<file path="config.mk">
export PLATFORM = sky130hd
export DESIGN_NAME = random_permutation_shuffle_core
export DESIGN_NICKNAME = d
export VERILOG_FILES = /design/src/sv/rps_pkg.sv /design/src/sv/rps_div.sv /design/src/sv/random_permutation_shuffle_core.sv
export SDC_FILE = /design/constraint.sdc
export NUM_CORES = 2
export LEC_CHECK = 0
export BUFFER_PORTS_ARGS = -buffer_cell sky130_fd_sc_hd__buf_2
export CORE_MARGIN = 3
export CORE_UTILIZATION = 55
export CTS_CLUSTER_SIZE = 14
export DETAILED_ROUTE_END_ITERATION = 10
export PLACE_DENSITY = 0.7
export SYNTH_ARGS = -nofsm -noshare
export SYNTH_HDL_FRONTEND = slang
export SYNTH_SLANG_ARGS = --single-unit
</file>
<file path="constraint.sdc">
create_clock -name clock -period 6.65 [get_ports clock]
set_clock_uncertainty 0.2 [all_clocks]
set_input_delay 0 -clock clock [delete_from_list [all_inputs] [get_ports clock]]
set_output_delay 0 -clock clock [all_outputs]
set_load 0.02 [all_outputs]
</file>
<file path="src/sv/rps_pkg.sv">
package rps_pkg;

   // default sizing, handed to the top level parameters
   localparam int unsigned DEF_MAX_ELEMS  = 64;
   localparam int unsigned DEF_RAND_LIMIT = 32767;

   // fixed field widths
   localparam int RAND_W    = 15;
   localparam int NELEM_W   = 7;
   localparam int OUT_IDX_W = 6;

   // port widths, fields padded to whole bytes
   localparam int REQ_DATA_W = 16;
   localparam int RSP_DATA_W = 16;

   // generation tag kept beside each store entry
   localparam int EPOCH_W = 8;

   localparam logic [NELEM_W-1:0] NELEM_RESET = NELEM_W'(64);

endpackage

</file>
<file path="src/sv/rps_div.sv">
module rps_div #(
   parameter int DW = 15,
   parameter int SW = 4
) (
   input  logic          clock,
   input  logic          reset,
   input  logic          start,
   input  logic [DW-1:0] rem_init,
   input  logic [DW-1:0] dividend,
   input  logic [DW-1:0] divisor,
   input  logic [SW-1:0] steps,
   output logic          done,
   output logic [DW-1:0] quotient
);

   logic          busy_ff, busy_in;
   logic          done_ff, done_in;
   logic [SW-1:0] cnt_ff, cnt_in;
   logic [DW-1:0] rem_ff, rem_in;
   logic [DW-1:0] quo_ff, quo_in;
   logic [DW-1:0] dvs_ff, dvs_in;
   logic [DW:0]   trial;
   logic [DW:0]   diff;
   logic          fits;

   // one restoring step: shift the next dividend bit into the remainder
   assign trial = {rem_ff, quo_ff[DW-1]};
   assign diff  = trial - {1'b0, dvs_ff};
   assign fits  = trial >= {1'b0, dvs_ff};

   always_comb begin
      busy_in = busy_ff;
      done_in = 1'b0;
      cnt_in  = cnt_ff;
      rem_in  = rem_ff;
      quo_in  = quo_ff;
      dvs_in  = dvs_ff;
      if (start) begin
         busy_in = 1'b1;
         cnt_in  = steps;
         rem_in  = rem_init;
         quo_in  = dividend;
         dvs_in  = divisor;
      end else if (busy_ff) begin
         rem_in = fits ? diff[DW-1:0] : trial[DW-1:0];
         quo_in = {quo_ff[DW-2:0], fits};
         cnt_in = cnt_ff - SW'(1);
         if (cnt_ff == SW'(1)) begin
            busy_in = 1'b0;
            done_in = 1'b1;
         end
      end
   end

   always_ff @(posedge clock) begin
      if (reset) begin
         busy_ff <= 1'b0;
         done_ff <= 1'b0;
      end else begin
         busy_ff <= busy_in;
         done_ff <= done_in;
      end
      cnt_ff <= cnt_in;
      rem_ff <= rem_in;
      quo_ff <= quo_in;
      dvs_ff <= dvs_in;
   end

   assign done     = done_ff;
   assign quotient = quo_ff;

endmodule

</file>
<file path="src/sv/random_permutation_shuffle_core.sv">
// Forward Fisher-Yates shuffle of the identity permutation, one raw random
// word per request on the req_ stream, one fixed element per response on the
// rsp_ stream, rsp_tlast marking the final element of each permutation.
// A word outside the unbiased window for the current range is dropped with
// no response. csr_wr_en/csr_wr_data set the element count (clamped to
// 1..MAX_ELEMS); write it only while the block is idle.
// Each request runs DW steps of the shared restoring divider for
// RAND_LIMIT/range, one multiply, log2(MAX_ELEMS) steps for word/group, and
// a read, read, write, write sequence on the permutation store (one write
// port, one read port). A dropped word runs the first division and the
// multiply only. req_tready is low while a request is being worked on.
// Store entries carry a generation tag; a permutation ending bumps the tag.
// After reset, and once every 2**EPOCH_W - 1 permutations, the store's
// MAX_ELEMS entries are swept to tag zero while req_tready stays low.
// A finished response sits in the rsp_ register; the next request is taken
// while it waits, and that request stalls at its end until the slot frees.
module random_permutation_shuffle_core
   import rps_pkg::*;
#(
   parameter int unsigned MAX_ELEMS  = DEF_MAX_ELEMS,
   parameter int unsigned RAND_LIMIT = DEF_RAND_LIMIT
) (
   input  logic                  clock,
   input  logic                  reset,
   input  logic                  req_tvalid,
   output logic                  req_tready,
   input  logic [REQ_DATA_W-1:0] req_tdata,   // [14:0] rand_word, [15] zero
   output logic                  rsp_tvalid,
   input  logic                  rsp_tready,
   output logic [RSP_DATA_W-1:0] rsp_tdata,   // [5:0] element_index,
                                              // [11:6] element_value, [15:12] zero
   output logic                  rsp_tlast,   // last_of_perm
   input  logic                  csr_wr_en,
   input  logic [NELEM_W-1:0]    csr_wr_data  // n_elems
);

   localparam int IDX_W = $clog2(MAX_ELEMS);
   localparam int CNT_W = $clog2(MAX_ELEMS + 1);
   localparam int RL_W  = $clog2(64'(RAND_LIMIT) + 64'd1);
   localparam int DW    = (RL_W > RAND_W) ? RL_W : RAND_W;
   localparam int SW    = $clog2(DW + 1);
   localparam int PW    = RL_W + CNT_W;
   localparam int LW    = (PW > RAND_W) ? PW : RAND_W;
   localparam int CMP_W = (CNT_W > NELEM_W) ? CNT_W : NELEM_W;
   localparam int OW    = (IDX_W > OUT_IDX_W) ? IDX_W : OUT_IDX_W;
   localparam int MW    = EPOCH_W + IDX_W;

   localparam logic [3:0] ST_IDLE  = 4'd0;
   localparam logic [3:0] ST_CLEAR = 4'd1;
   localparam logic [3:0] ST_SWEEP = 4'd2;
   localparam logic [3:0] ST_DIV1  = 4'd3;
   localparam logic [3:0] ST_WAIT1 = 4'd4;
   localparam logic [3:0] ST_MUL   = 4'd5;
   localparam logic [3:0] ST_CHK   = 4'd6;
   localparam logic [3:0] ST_WAIT2 = 4'd7;
   localparam logic [3:0] ST_RDB   = 4'd8;
   localparam logic [3:0] ST_SWAP  = 4'd9;
   localparam logic [3:0] ST_WRB   = 4'd10;
   localparam logic [3:0] ST_EMIT  = 4'd11;

   localparam logic RET_IDLE = 1'b0;
   localparam logic RET_DIV  = 1'b1;

   logic [NELEM_W-1:0] n_elems_ff;
   logic [3:0]         state_ff, state_in;
   logic               ret_ff, ret_in;
   logic [IDX_W-1:0]   pos_ff, pos_in;
   logic [EPOCH_W-1:0] epoch_ff, epoch_in;
   logic [IDX_W-1:0]   sweep_ff, sweep_in;
   logic [RAND_W-1:0]  word_ff, word_in;
   logic [CNT_W-1:0]   range_ff, range_in;
   logic [RL_W-1:0]    group_ff, group_in;
   logic [PW-1:0]      limit_ff, limit_in;
   logic [IDX_W-1:0]   pick_ff, pick_in;
   logic [IDX_W-1:0]   a_ff, a_in;
   logic [IDX_W-1:0]   b_ff, b_in;
   logic               rsp_valid_ff, rsp_valid_in;
   logic [OUT_IDX_W-1:0] rsp_idx_ff, rsp_idx_in;
   logic [OUT_IDX_W-1:0] rsp_val_ff, rsp_val_in;
   logic               rsp_last_ff, rsp_last_in;

   logic [MW-1:0]      mem [MAX_ELEMS];
   logic [MW-1:0]      rd_data_ff;
   logic               mem_we;
   logic [IDX_W-1:0]   mem_waddr;
   logic [MW-1:0]      mem_wdata;
   logic [IDX_W-1:0]   mem_raddr;

   logic               div_start;
   logic [DW-1:0]      div_rem;
   logic [DW-1:0]      div_dividend;
   logic [DW-1:0]      div_divisor;
   logic [SW-1:0]      div_steps;
   logic               div_done;
   logic [DW-1:0]      div_q;

   logic [CMP_W-1:0]   n_ext;
   logic [CNT_W-1:0]   n_eff;
   logic [CNT_W-1:0]   pos_cnt;
   logic [PW-1:0]      prod;
   logic [IDX_W:0]     pick_sum;
   logic               entry_hit;
   logic [IDX_W-1:0]   entry_val;
   logic [OW-1:0]      idx_ext;
   logic [OW-1:0]      val_ext;
   logic               req_fire;
   logic               last_elem;

   // effective element count, clamped to MAX_ELEMS, zero acts as one
   assign n_ext = CMP_W'(n_elems_ff);
   always_comb begin
      if (n_ext > CMP_W'(MAX_ELEMS)) begin
         n_eff = CNT_W'(MAX_ELEMS);
      end else if (n_ext == '0) begin
         n_eff = CNT_W'(1);
      end else begin
         n_eff = CNT_W'(n_ext);
      end
   end

   assign pos_cnt   = CNT_W'(pos_ff);
   assign prod      = PW'(group_ff) * PW'(range_ff);
   assign pick_sum  = (IDX_W+1)'(pos_ff) + (IDX_W+1)'(div_q[IDX_W-1:0]);
   assign entry_hit = rd_data_ff[MW-1 -: EPOCH_W] == epoch_ff;
   assign entry_val = rd_data_ff[IDX_W-1:0];
   assign idx_ext   = OW'(pos_ff);
   assign val_ext   = OW'(b_ff);
   assign last_elem = pos_cnt == (n_eff - CNT_W'(1));
   assign req_tready = state_ff == ST_IDLE;
   assign req_fire   = req_tvalid && req_tready;

   always_comb begin
      state_in     = state_ff;
      ret_in       = ret_ff;
      pos_in       = pos_ff;
      epoch_in     = epoch_ff;
      sweep_in     = sweep_ff;
      word_in      = word_ff;
      range_in     = range_ff;
      group_in     = group_ff;
      limit_in     = limit_ff;
      pick_in      = pick_ff;
      a_in         = a_ff;
      b_in         = b_ff;
      rsp_valid_in = rsp_valid_ff && !rsp_tready;
      rsp_idx_in   = rsp_idx_ff;
      rsp_val_in   = rsp_val_ff;
      rsp_last_in  = rsp_last_ff;
      mem_we       = 1'b0;
      mem_waddr    = pos_ff;
      mem_wdata    = {epoch_ff, b_in};
      mem_raddr    = pos_ff;
      div_start    = 1'b0;
      div_rem      = '0;
      div_dividend = DW'(RAND_LIMIT);
      div_divisor  = DW'(range_ff);
      div_steps    = SW'(DW);

      case (state_ff)
         ST_IDLE: begin
            if (req_fire) begin
               word_in = req_tdata[RAND_W-1:0];
               // count lowered since the last request: start a fresh permutation
               if (pos_cnt >= n_eff) begin
                  pos_in   = '0;
                  ret_in   = RET_DIV;
                  state_in = ST_CLEAR;
               end else begin
                  state_in = ST_DIV1;
               end
            end
         end
         ST_CLEAR: begin
            if (epoch_ff == '1) begin
               epoch_in = EPOCH_W'(1);
               sweep_in = '0;
               state_in = ST_SWEEP;
            end else begin
               epoch_in = epoch_ff + EPOCH_W'(1);
               state_in = (ret_ff == RET_DIV) ? ST_DIV1 : ST_IDLE;
            end
         end
         ST_SWEEP: begin
            mem_we    = 1'b1;
            mem_waddr = sweep_ff;
            mem_wdata = '0;
            if (sweep_ff == IDX_W'(MAX_ELEMS - 1)) begin
               state_in = (ret_ff == RET_DIV) ? ST_DIV1 : ST_IDLE;
            end else begin
               sweep_in = sweep_ff + IDX_W'(1);
            end
         end
         ST_DIV1: begin
            range_in    = n_eff - pos_cnt;
            div_start   = 1'b1;
            div_divisor = DW'(n_eff - pos_cnt);
            state_in    = ST_WAIT1;
         end
         ST_WAIT1: begin
            if (div_done) begin
               group_in = (div_q == '0) ? RL_W'(1) : RL_W'(div_q);
               state_in = ST_MUL;
            end
         end
         ST_MUL: begin
            limit_in = prod;
            state_in = ST_CHK;
         end
         ST_CHK: begin
            if (LW'(word_ff) >= LW'(limit_ff)) begin
               state_in = ST_IDLE;
            end else begin
               // quotient is below the range, so only IDX_W steps are needed
               div_start    = 1'b1;
               div_rem      = DW'(word_ff >> IDX_W);
               div_dividend = DW'(word_ff[IDX_W-1:0]) << (DW - IDX_W);
               div_divisor  = DW'(group_ff);
               div_steps    = SW'(IDX_W);
               state_in     = ST_WAIT2;
            end
         end
         ST_WAIT2: begin
            if (div_done) begin
               if (pick_sum >= (IDX_W+1)'(n_eff)) begin
                  pick_in = IDX_W'(n_eff - CNT_W'(1));
               end else begin
                  pick_in = IDX_W'(pick_sum);
               end
               state_in = ST_RDB;
            end
         end
         ST_RDB: begin
            a_in      = entry_hit ? entry_val : pos_ff;
            mem_raddr = pick_ff;
            state_in  = ST_SWAP;
         end
         ST_SWAP: begin
            b_in      = entry_hit ? entry_val : pick_ff;
            mem_we    = 1'b1;
            mem_waddr = pos_ff;
            mem_wdata = {epoch_ff, b_in};
            state_in  = ST_WRB;
         end
         ST_WRB: begin
            mem_we    = 1'b1;
            mem_waddr = pick_ff;
            mem_wdata = {epoch_ff, a_ff};
            state_in  = ST_EMIT;
         end
         ST_EMIT: begin
            if (!rsp_valid_ff || rsp_tready) begin
               rsp_valid_in = 1'b1;
               rsp_idx_in   = idx_ext[OUT_IDX_W-1:0];
               rsp_val_in   = val_ext[OUT_IDX_W-1:0];
               rsp_last_in  = last_elem;
               if (last_elem) begin
                  pos_in   = '0;
                  ret_in   = RET_IDLE;
                  state_in = ST_CLEAR;
               end else begin
                  pos_in   = pos_ff + IDX_W'(1);
                  state_in = ST_IDLE;
               end
            end
         end
         default: begin
            state_in = ST_IDLE;
         end
      endcase
   end

   always_ff @(posedge clock) begin
      if (reset) begin
         n_elems_ff   <= NELEM_RESET;
         state_ff     <= ST_SWEEP;
         ret_ff       <= RET_IDLE;
         pos_ff       <= '0;
         epoch_ff     <= EPOCH_W'(1);
         sweep_ff     <= '0;
         rsp_valid_ff <= 1'b0;
      end else begin
         if (csr_wr_en) begin
            n_elems_ff <= csr_wr_data;
         end
         state_ff     <= state_in;
         ret_ff       <= ret_in;
         pos_ff       <= pos_in;
         epoch_ff     <= epoch_in;
         sweep_ff     <= sweep_in;
         rsp_valid_ff <= rsp_valid_in;
      end
      word_ff     <= word_in;
      range_ff    <= range_in;
      group_ff    <= group_in;
      limit_ff    <= limit_in;
      pick_ff     <= pick_in;
      a_ff        <= a_in;
      b_ff        <= b_in;
      rsp_idx_ff  <= rsp_idx_in;
      rsp_val_ff  <= rsp_val_in;
      rsp_last_ff <= rsp_last_in;
   end

   // permutation store, one write and one registered read per cycle
   always_ff @(posedge clock) begin
      if (mem_we) begin
         mem[mem_waddr] <= mem_wdata;
      end
      rd_data_ff <= mem[mem_raddr];
   end

   rps_div #(
      .DW (DW),
      .SW (SW)
   ) u_div (
      .clock    (clock),
      .reset    (reset),
      .start    (div_start),
      .rem_init (div_rem),
      .dividend (div_dividend),
      .divisor  (div_divisor),
      .steps    (div_steps),
      .done     (div_done),
      .quotient (div_q)
   );

   assign rsp_tvalid = rsp_valid_ff;
   assign rsp_tdata  = RSP_DATA_W'({rsp_val_ff, rsp_idx_ff});
   assign rsp_tlast  = rsp_last_ff;

endmodule

</file>
==> flow_metrics.py <==
metrics = {
    "power_and_ir_drop": {
        "p_leak_uw": 0.01929,
        "powerDensity_nw_per_um2": 317.6,
        "peakVddDrop_v": 0.0002567,
    },
    "clock_tree": {
        "cts_setup_buffers": 0,
        "cts_max_path_buffers": 3,
        "cts_buffers": 107,
        "htreeDepth": 3,
        "tritoncts": "built",
        "hold_buffers": 62,
        "cts_resized": 0,
        "clk_latency_ns": 0.71,
        "clockRootBuffer": "clkbuf_16",
        "path_clk_slew_ns": 0.06,
        "cts_sinks": 1084,
    },
    "timing": {
        "post-route-min-period_ns": 5.715,
        "rsz0062_at_grt": "false",
        "slew_headroom_pct": 14.97,
        "tightestPinTransition_ns": 1.271,
        "setup_viol": 0,
        "fin_crit_sh_pct": 85.94,
        "fmax_ghz": 0.1750,
        "slew_violations": 0,
        "finalHoldViolCount": 0,
        "tns_ns": 0,
    },
    "yosys": {
        "ys_types": 62,
        "yosys_warnings": 0,
        "ys_ff_latch": 1084,
        "async_flop_share_pct": 0,
        "synth_largest_area_cell": "edfxtp_1",
        "netlist_area_um2": 47020,
        "synth-edff-count": 1035,
        "ys.flop_type": "edfxtp_1",
        "ys_top_cells_by_area": "edfxtp_1 (66%), mux4_2 (11%), mux2i_1 (3.0%)",
        "avgSynthCellArea_um2": 17.15,
        "yosysTopAreaCellShare_pct": 66.11,
        "seq_area_frac_synth_pct": 68.19,
        "syn_inst": 2742,
    },
    "die": {
        "core-area_um2": 84220,
        "die_w_um": 298.4,
        "start_util_pct": 55.83,
        "die-area_um2": 89030,
        "die_h_um": 298.4,
        "rows": 106,
        "ios": 47,
    },
    "layout": {
        "fill_cells": 5838,
        "final_util_pct": 63.20,
        "nets": 3128,
        "stdcell_count": 4161,
        "area_growth_pct": 13.21,
        "final_cell_mix": "edfxtp_1 (1035), mux4_2 (222), nor2_1 (165)",
        "final_layout_size_suffix_gt1_share_pct": 18.74,
        "final_common_cell": "edfxtp_1",
    },
    "global_routing": {
        "grt-ovfl-total": 0,
        "grt_max_degree": 127,
        "grt_pass1_vias": 25869,
        "antenna_found_initial": 2,
        "grt_first_pass_wirelength_um": 162500,
        "grtUsageTotal_pct": 24.48,
    },
    "detailed_routing": {
        "firstDrtPassIters": 6,
        "route.vias.total": 25227,
        "wl_per_cell_um": 25.87,
        "via_per_inst": 6.063,
        "ant_nets": 0,
        "drt-total-wl_um": 107600,
        "initialDrtViolationCount": 2450,
        "drc": 0,
    },
    "worst_setup_path": {
        "cp-end-kind": "register",
        "cp_max_fo": 16,
        "crit_type": "register to register",
        "cp-start-kind": "register",
        "arrival_ns": 5.91,
        "rrSetupSlack_ns": 0.93,
        "critPathRequiredTime_ns": 6.85,
    },
    "run": {
        "cap_violations": 0,
    },
    "run_status": {
        "status": "completed",
    },
    "place": {
        "place.gp.congestion": 0.8628,
        "port_buffers": 41,
        "dp.cells": 3900,
        "dp_hpwl_um": 66160,
    },
    "hold_path": {
        "hold_class": "input pin to register",
    },
}
-- cell families (layout without fill, tap and decap cells) --
| logic type | count (synthesis) | count (layout) | synth area share, % |
|---|---|---|---|
| buffers and inverters | 258 | 538 | 2.166 |
| other | 1 | 6 | 0.007976 |
| AND/OR/NAND/NOR | 527 | 527 | 5.440 |
| AO/OA/AOI/OAI | 265 | 265 | 3.574 |
| XOR/XNOR | 67 | 67 | 1.248 |
| adder cells (fa/ha/maj) | 162 | 162 | 5.381 |
| flip-flops | 1084 | 1084 | 68.19 |
| multiplexers | 378 | 378 | 13.99 |
-- per-stage QoR --
stage / power (µW) / setup WS [ns] / instance area, µm² / hold slack (ns)
floorplan: 10060 / 1.586 / 47030 / -0.1011
global placement: 11010 / 0.9570 / 49150 / -0.02010
finish: 16900 / 0.9348 / 53230 / 0.04206
CTS: 17000 / 0.9251 / 53210 / 0.01009
global route: 17510 / 0.5663 / 53220 / 0.04889
detailed placement: 11120 / 0.9737 / 49150 / -0.02190
-- worst max-delay path, stage by stage (launching register included) --
cell	delay, ns
edfxtp_1	0.61
and2_1	0.26
fa_1	0.53
inv_1	0.06
fa_1	0.55
fa_1	0.43
fa_1	0.49
inv_1	0.04
ha_1	0.33
nand2_1	0.11
o311ai_0	0.66
a31oi_1	0.23
o31ai_1	0.38
o41a_1	0.22
a21o_1	0.12
a21oi_1	0.07
xnor2_1	0.13
-- synthesized netlist by cell type, drive strengths merged, types with 19 or more instances --
| cell | number |
|---|---|
| nor2b | 21 |
| nor2 | 166 |
| xnor2 | 36 |
| nand3 | 21 |
| dfxtp | 49 |
| mux4 | 222 |
| o22ai | 57 |
| inv | 129 |
| ha | 95 |
| buf | 46 |
| mux2i | 143 |
| fa | 67 |
| clkbuf | 83 |
| a21oi | 66 |
| nand2 | 131 |
| and2 | 88 |
| nor3 | 19 |
| edfxtp | 1035 |
| xor2 | 31 |
| o21ai | 41 |
| a21o | 25 |
-- routing by layer --
metal  part of all wire, %  wire length, µm  GRT usage (%)
met4                   4.6             4918          10.83
met1                    40            42570          33.39
met3                   7.0             7543          4.054
met2                    49            52610          39.45
met5                     0                0              0
-- state kept, by name, indices dropped and copies added (netlist names), 7 cells and up --
| signal | count |
|---|---|
| epoch_ff | 8 |
| group_ff | 15 |
| limit_ff | 22 |
| mem | 896 |
| n_elems_ff | 7 |
| range_ff | 7 |
| rd_data_ff | 14 |
| u_div.dvs_ff | 15 |
| u_div.quotient | 15 |
| u_div.rem_ff | 15 |
| word_ff | 15 |
-- power by group --
part	leakage, µW	internal (µW)	switching [µW]	total [µW]
Combinational	0.00801	871	1730	2600
Clock	0.00168	3330	2540	5870
Sequential	0.00959	8260	171	8430
-- area by class of cell --
type | count | area (µm²) | share of cell area [%]
Antenna cell | 2 | 5.005 | 0.009403
Sequential cell | 1084 | 32060 | 60.24
Clock buffer | 134 | 2820 | 5.299
Inverter | 129 | 484.2 | 0.9097
Multi-Input combinational cell | 1403 | 14080 | 26.46
Timing Repair Buffer | 213 | 1727 | 3.244
Clock inverter | 62 | 625.6 | 1.175
Tap cell | 1134 | 1419 | 2.666
-- worst paths after layout --
path              depth (start not counted)        start            end
setup reg to reg                         16  range_ff[1]   limit_ff[21]
setup / recovery                         16  range_ff[1]   limit_ff[21]
hold / removal                            3    csr_wr_en  n_elems_ff[6]
hold reg to reg                           0      b_ff[2]  rsp_val_ff[2]
(Power assumes the default switching activity.)
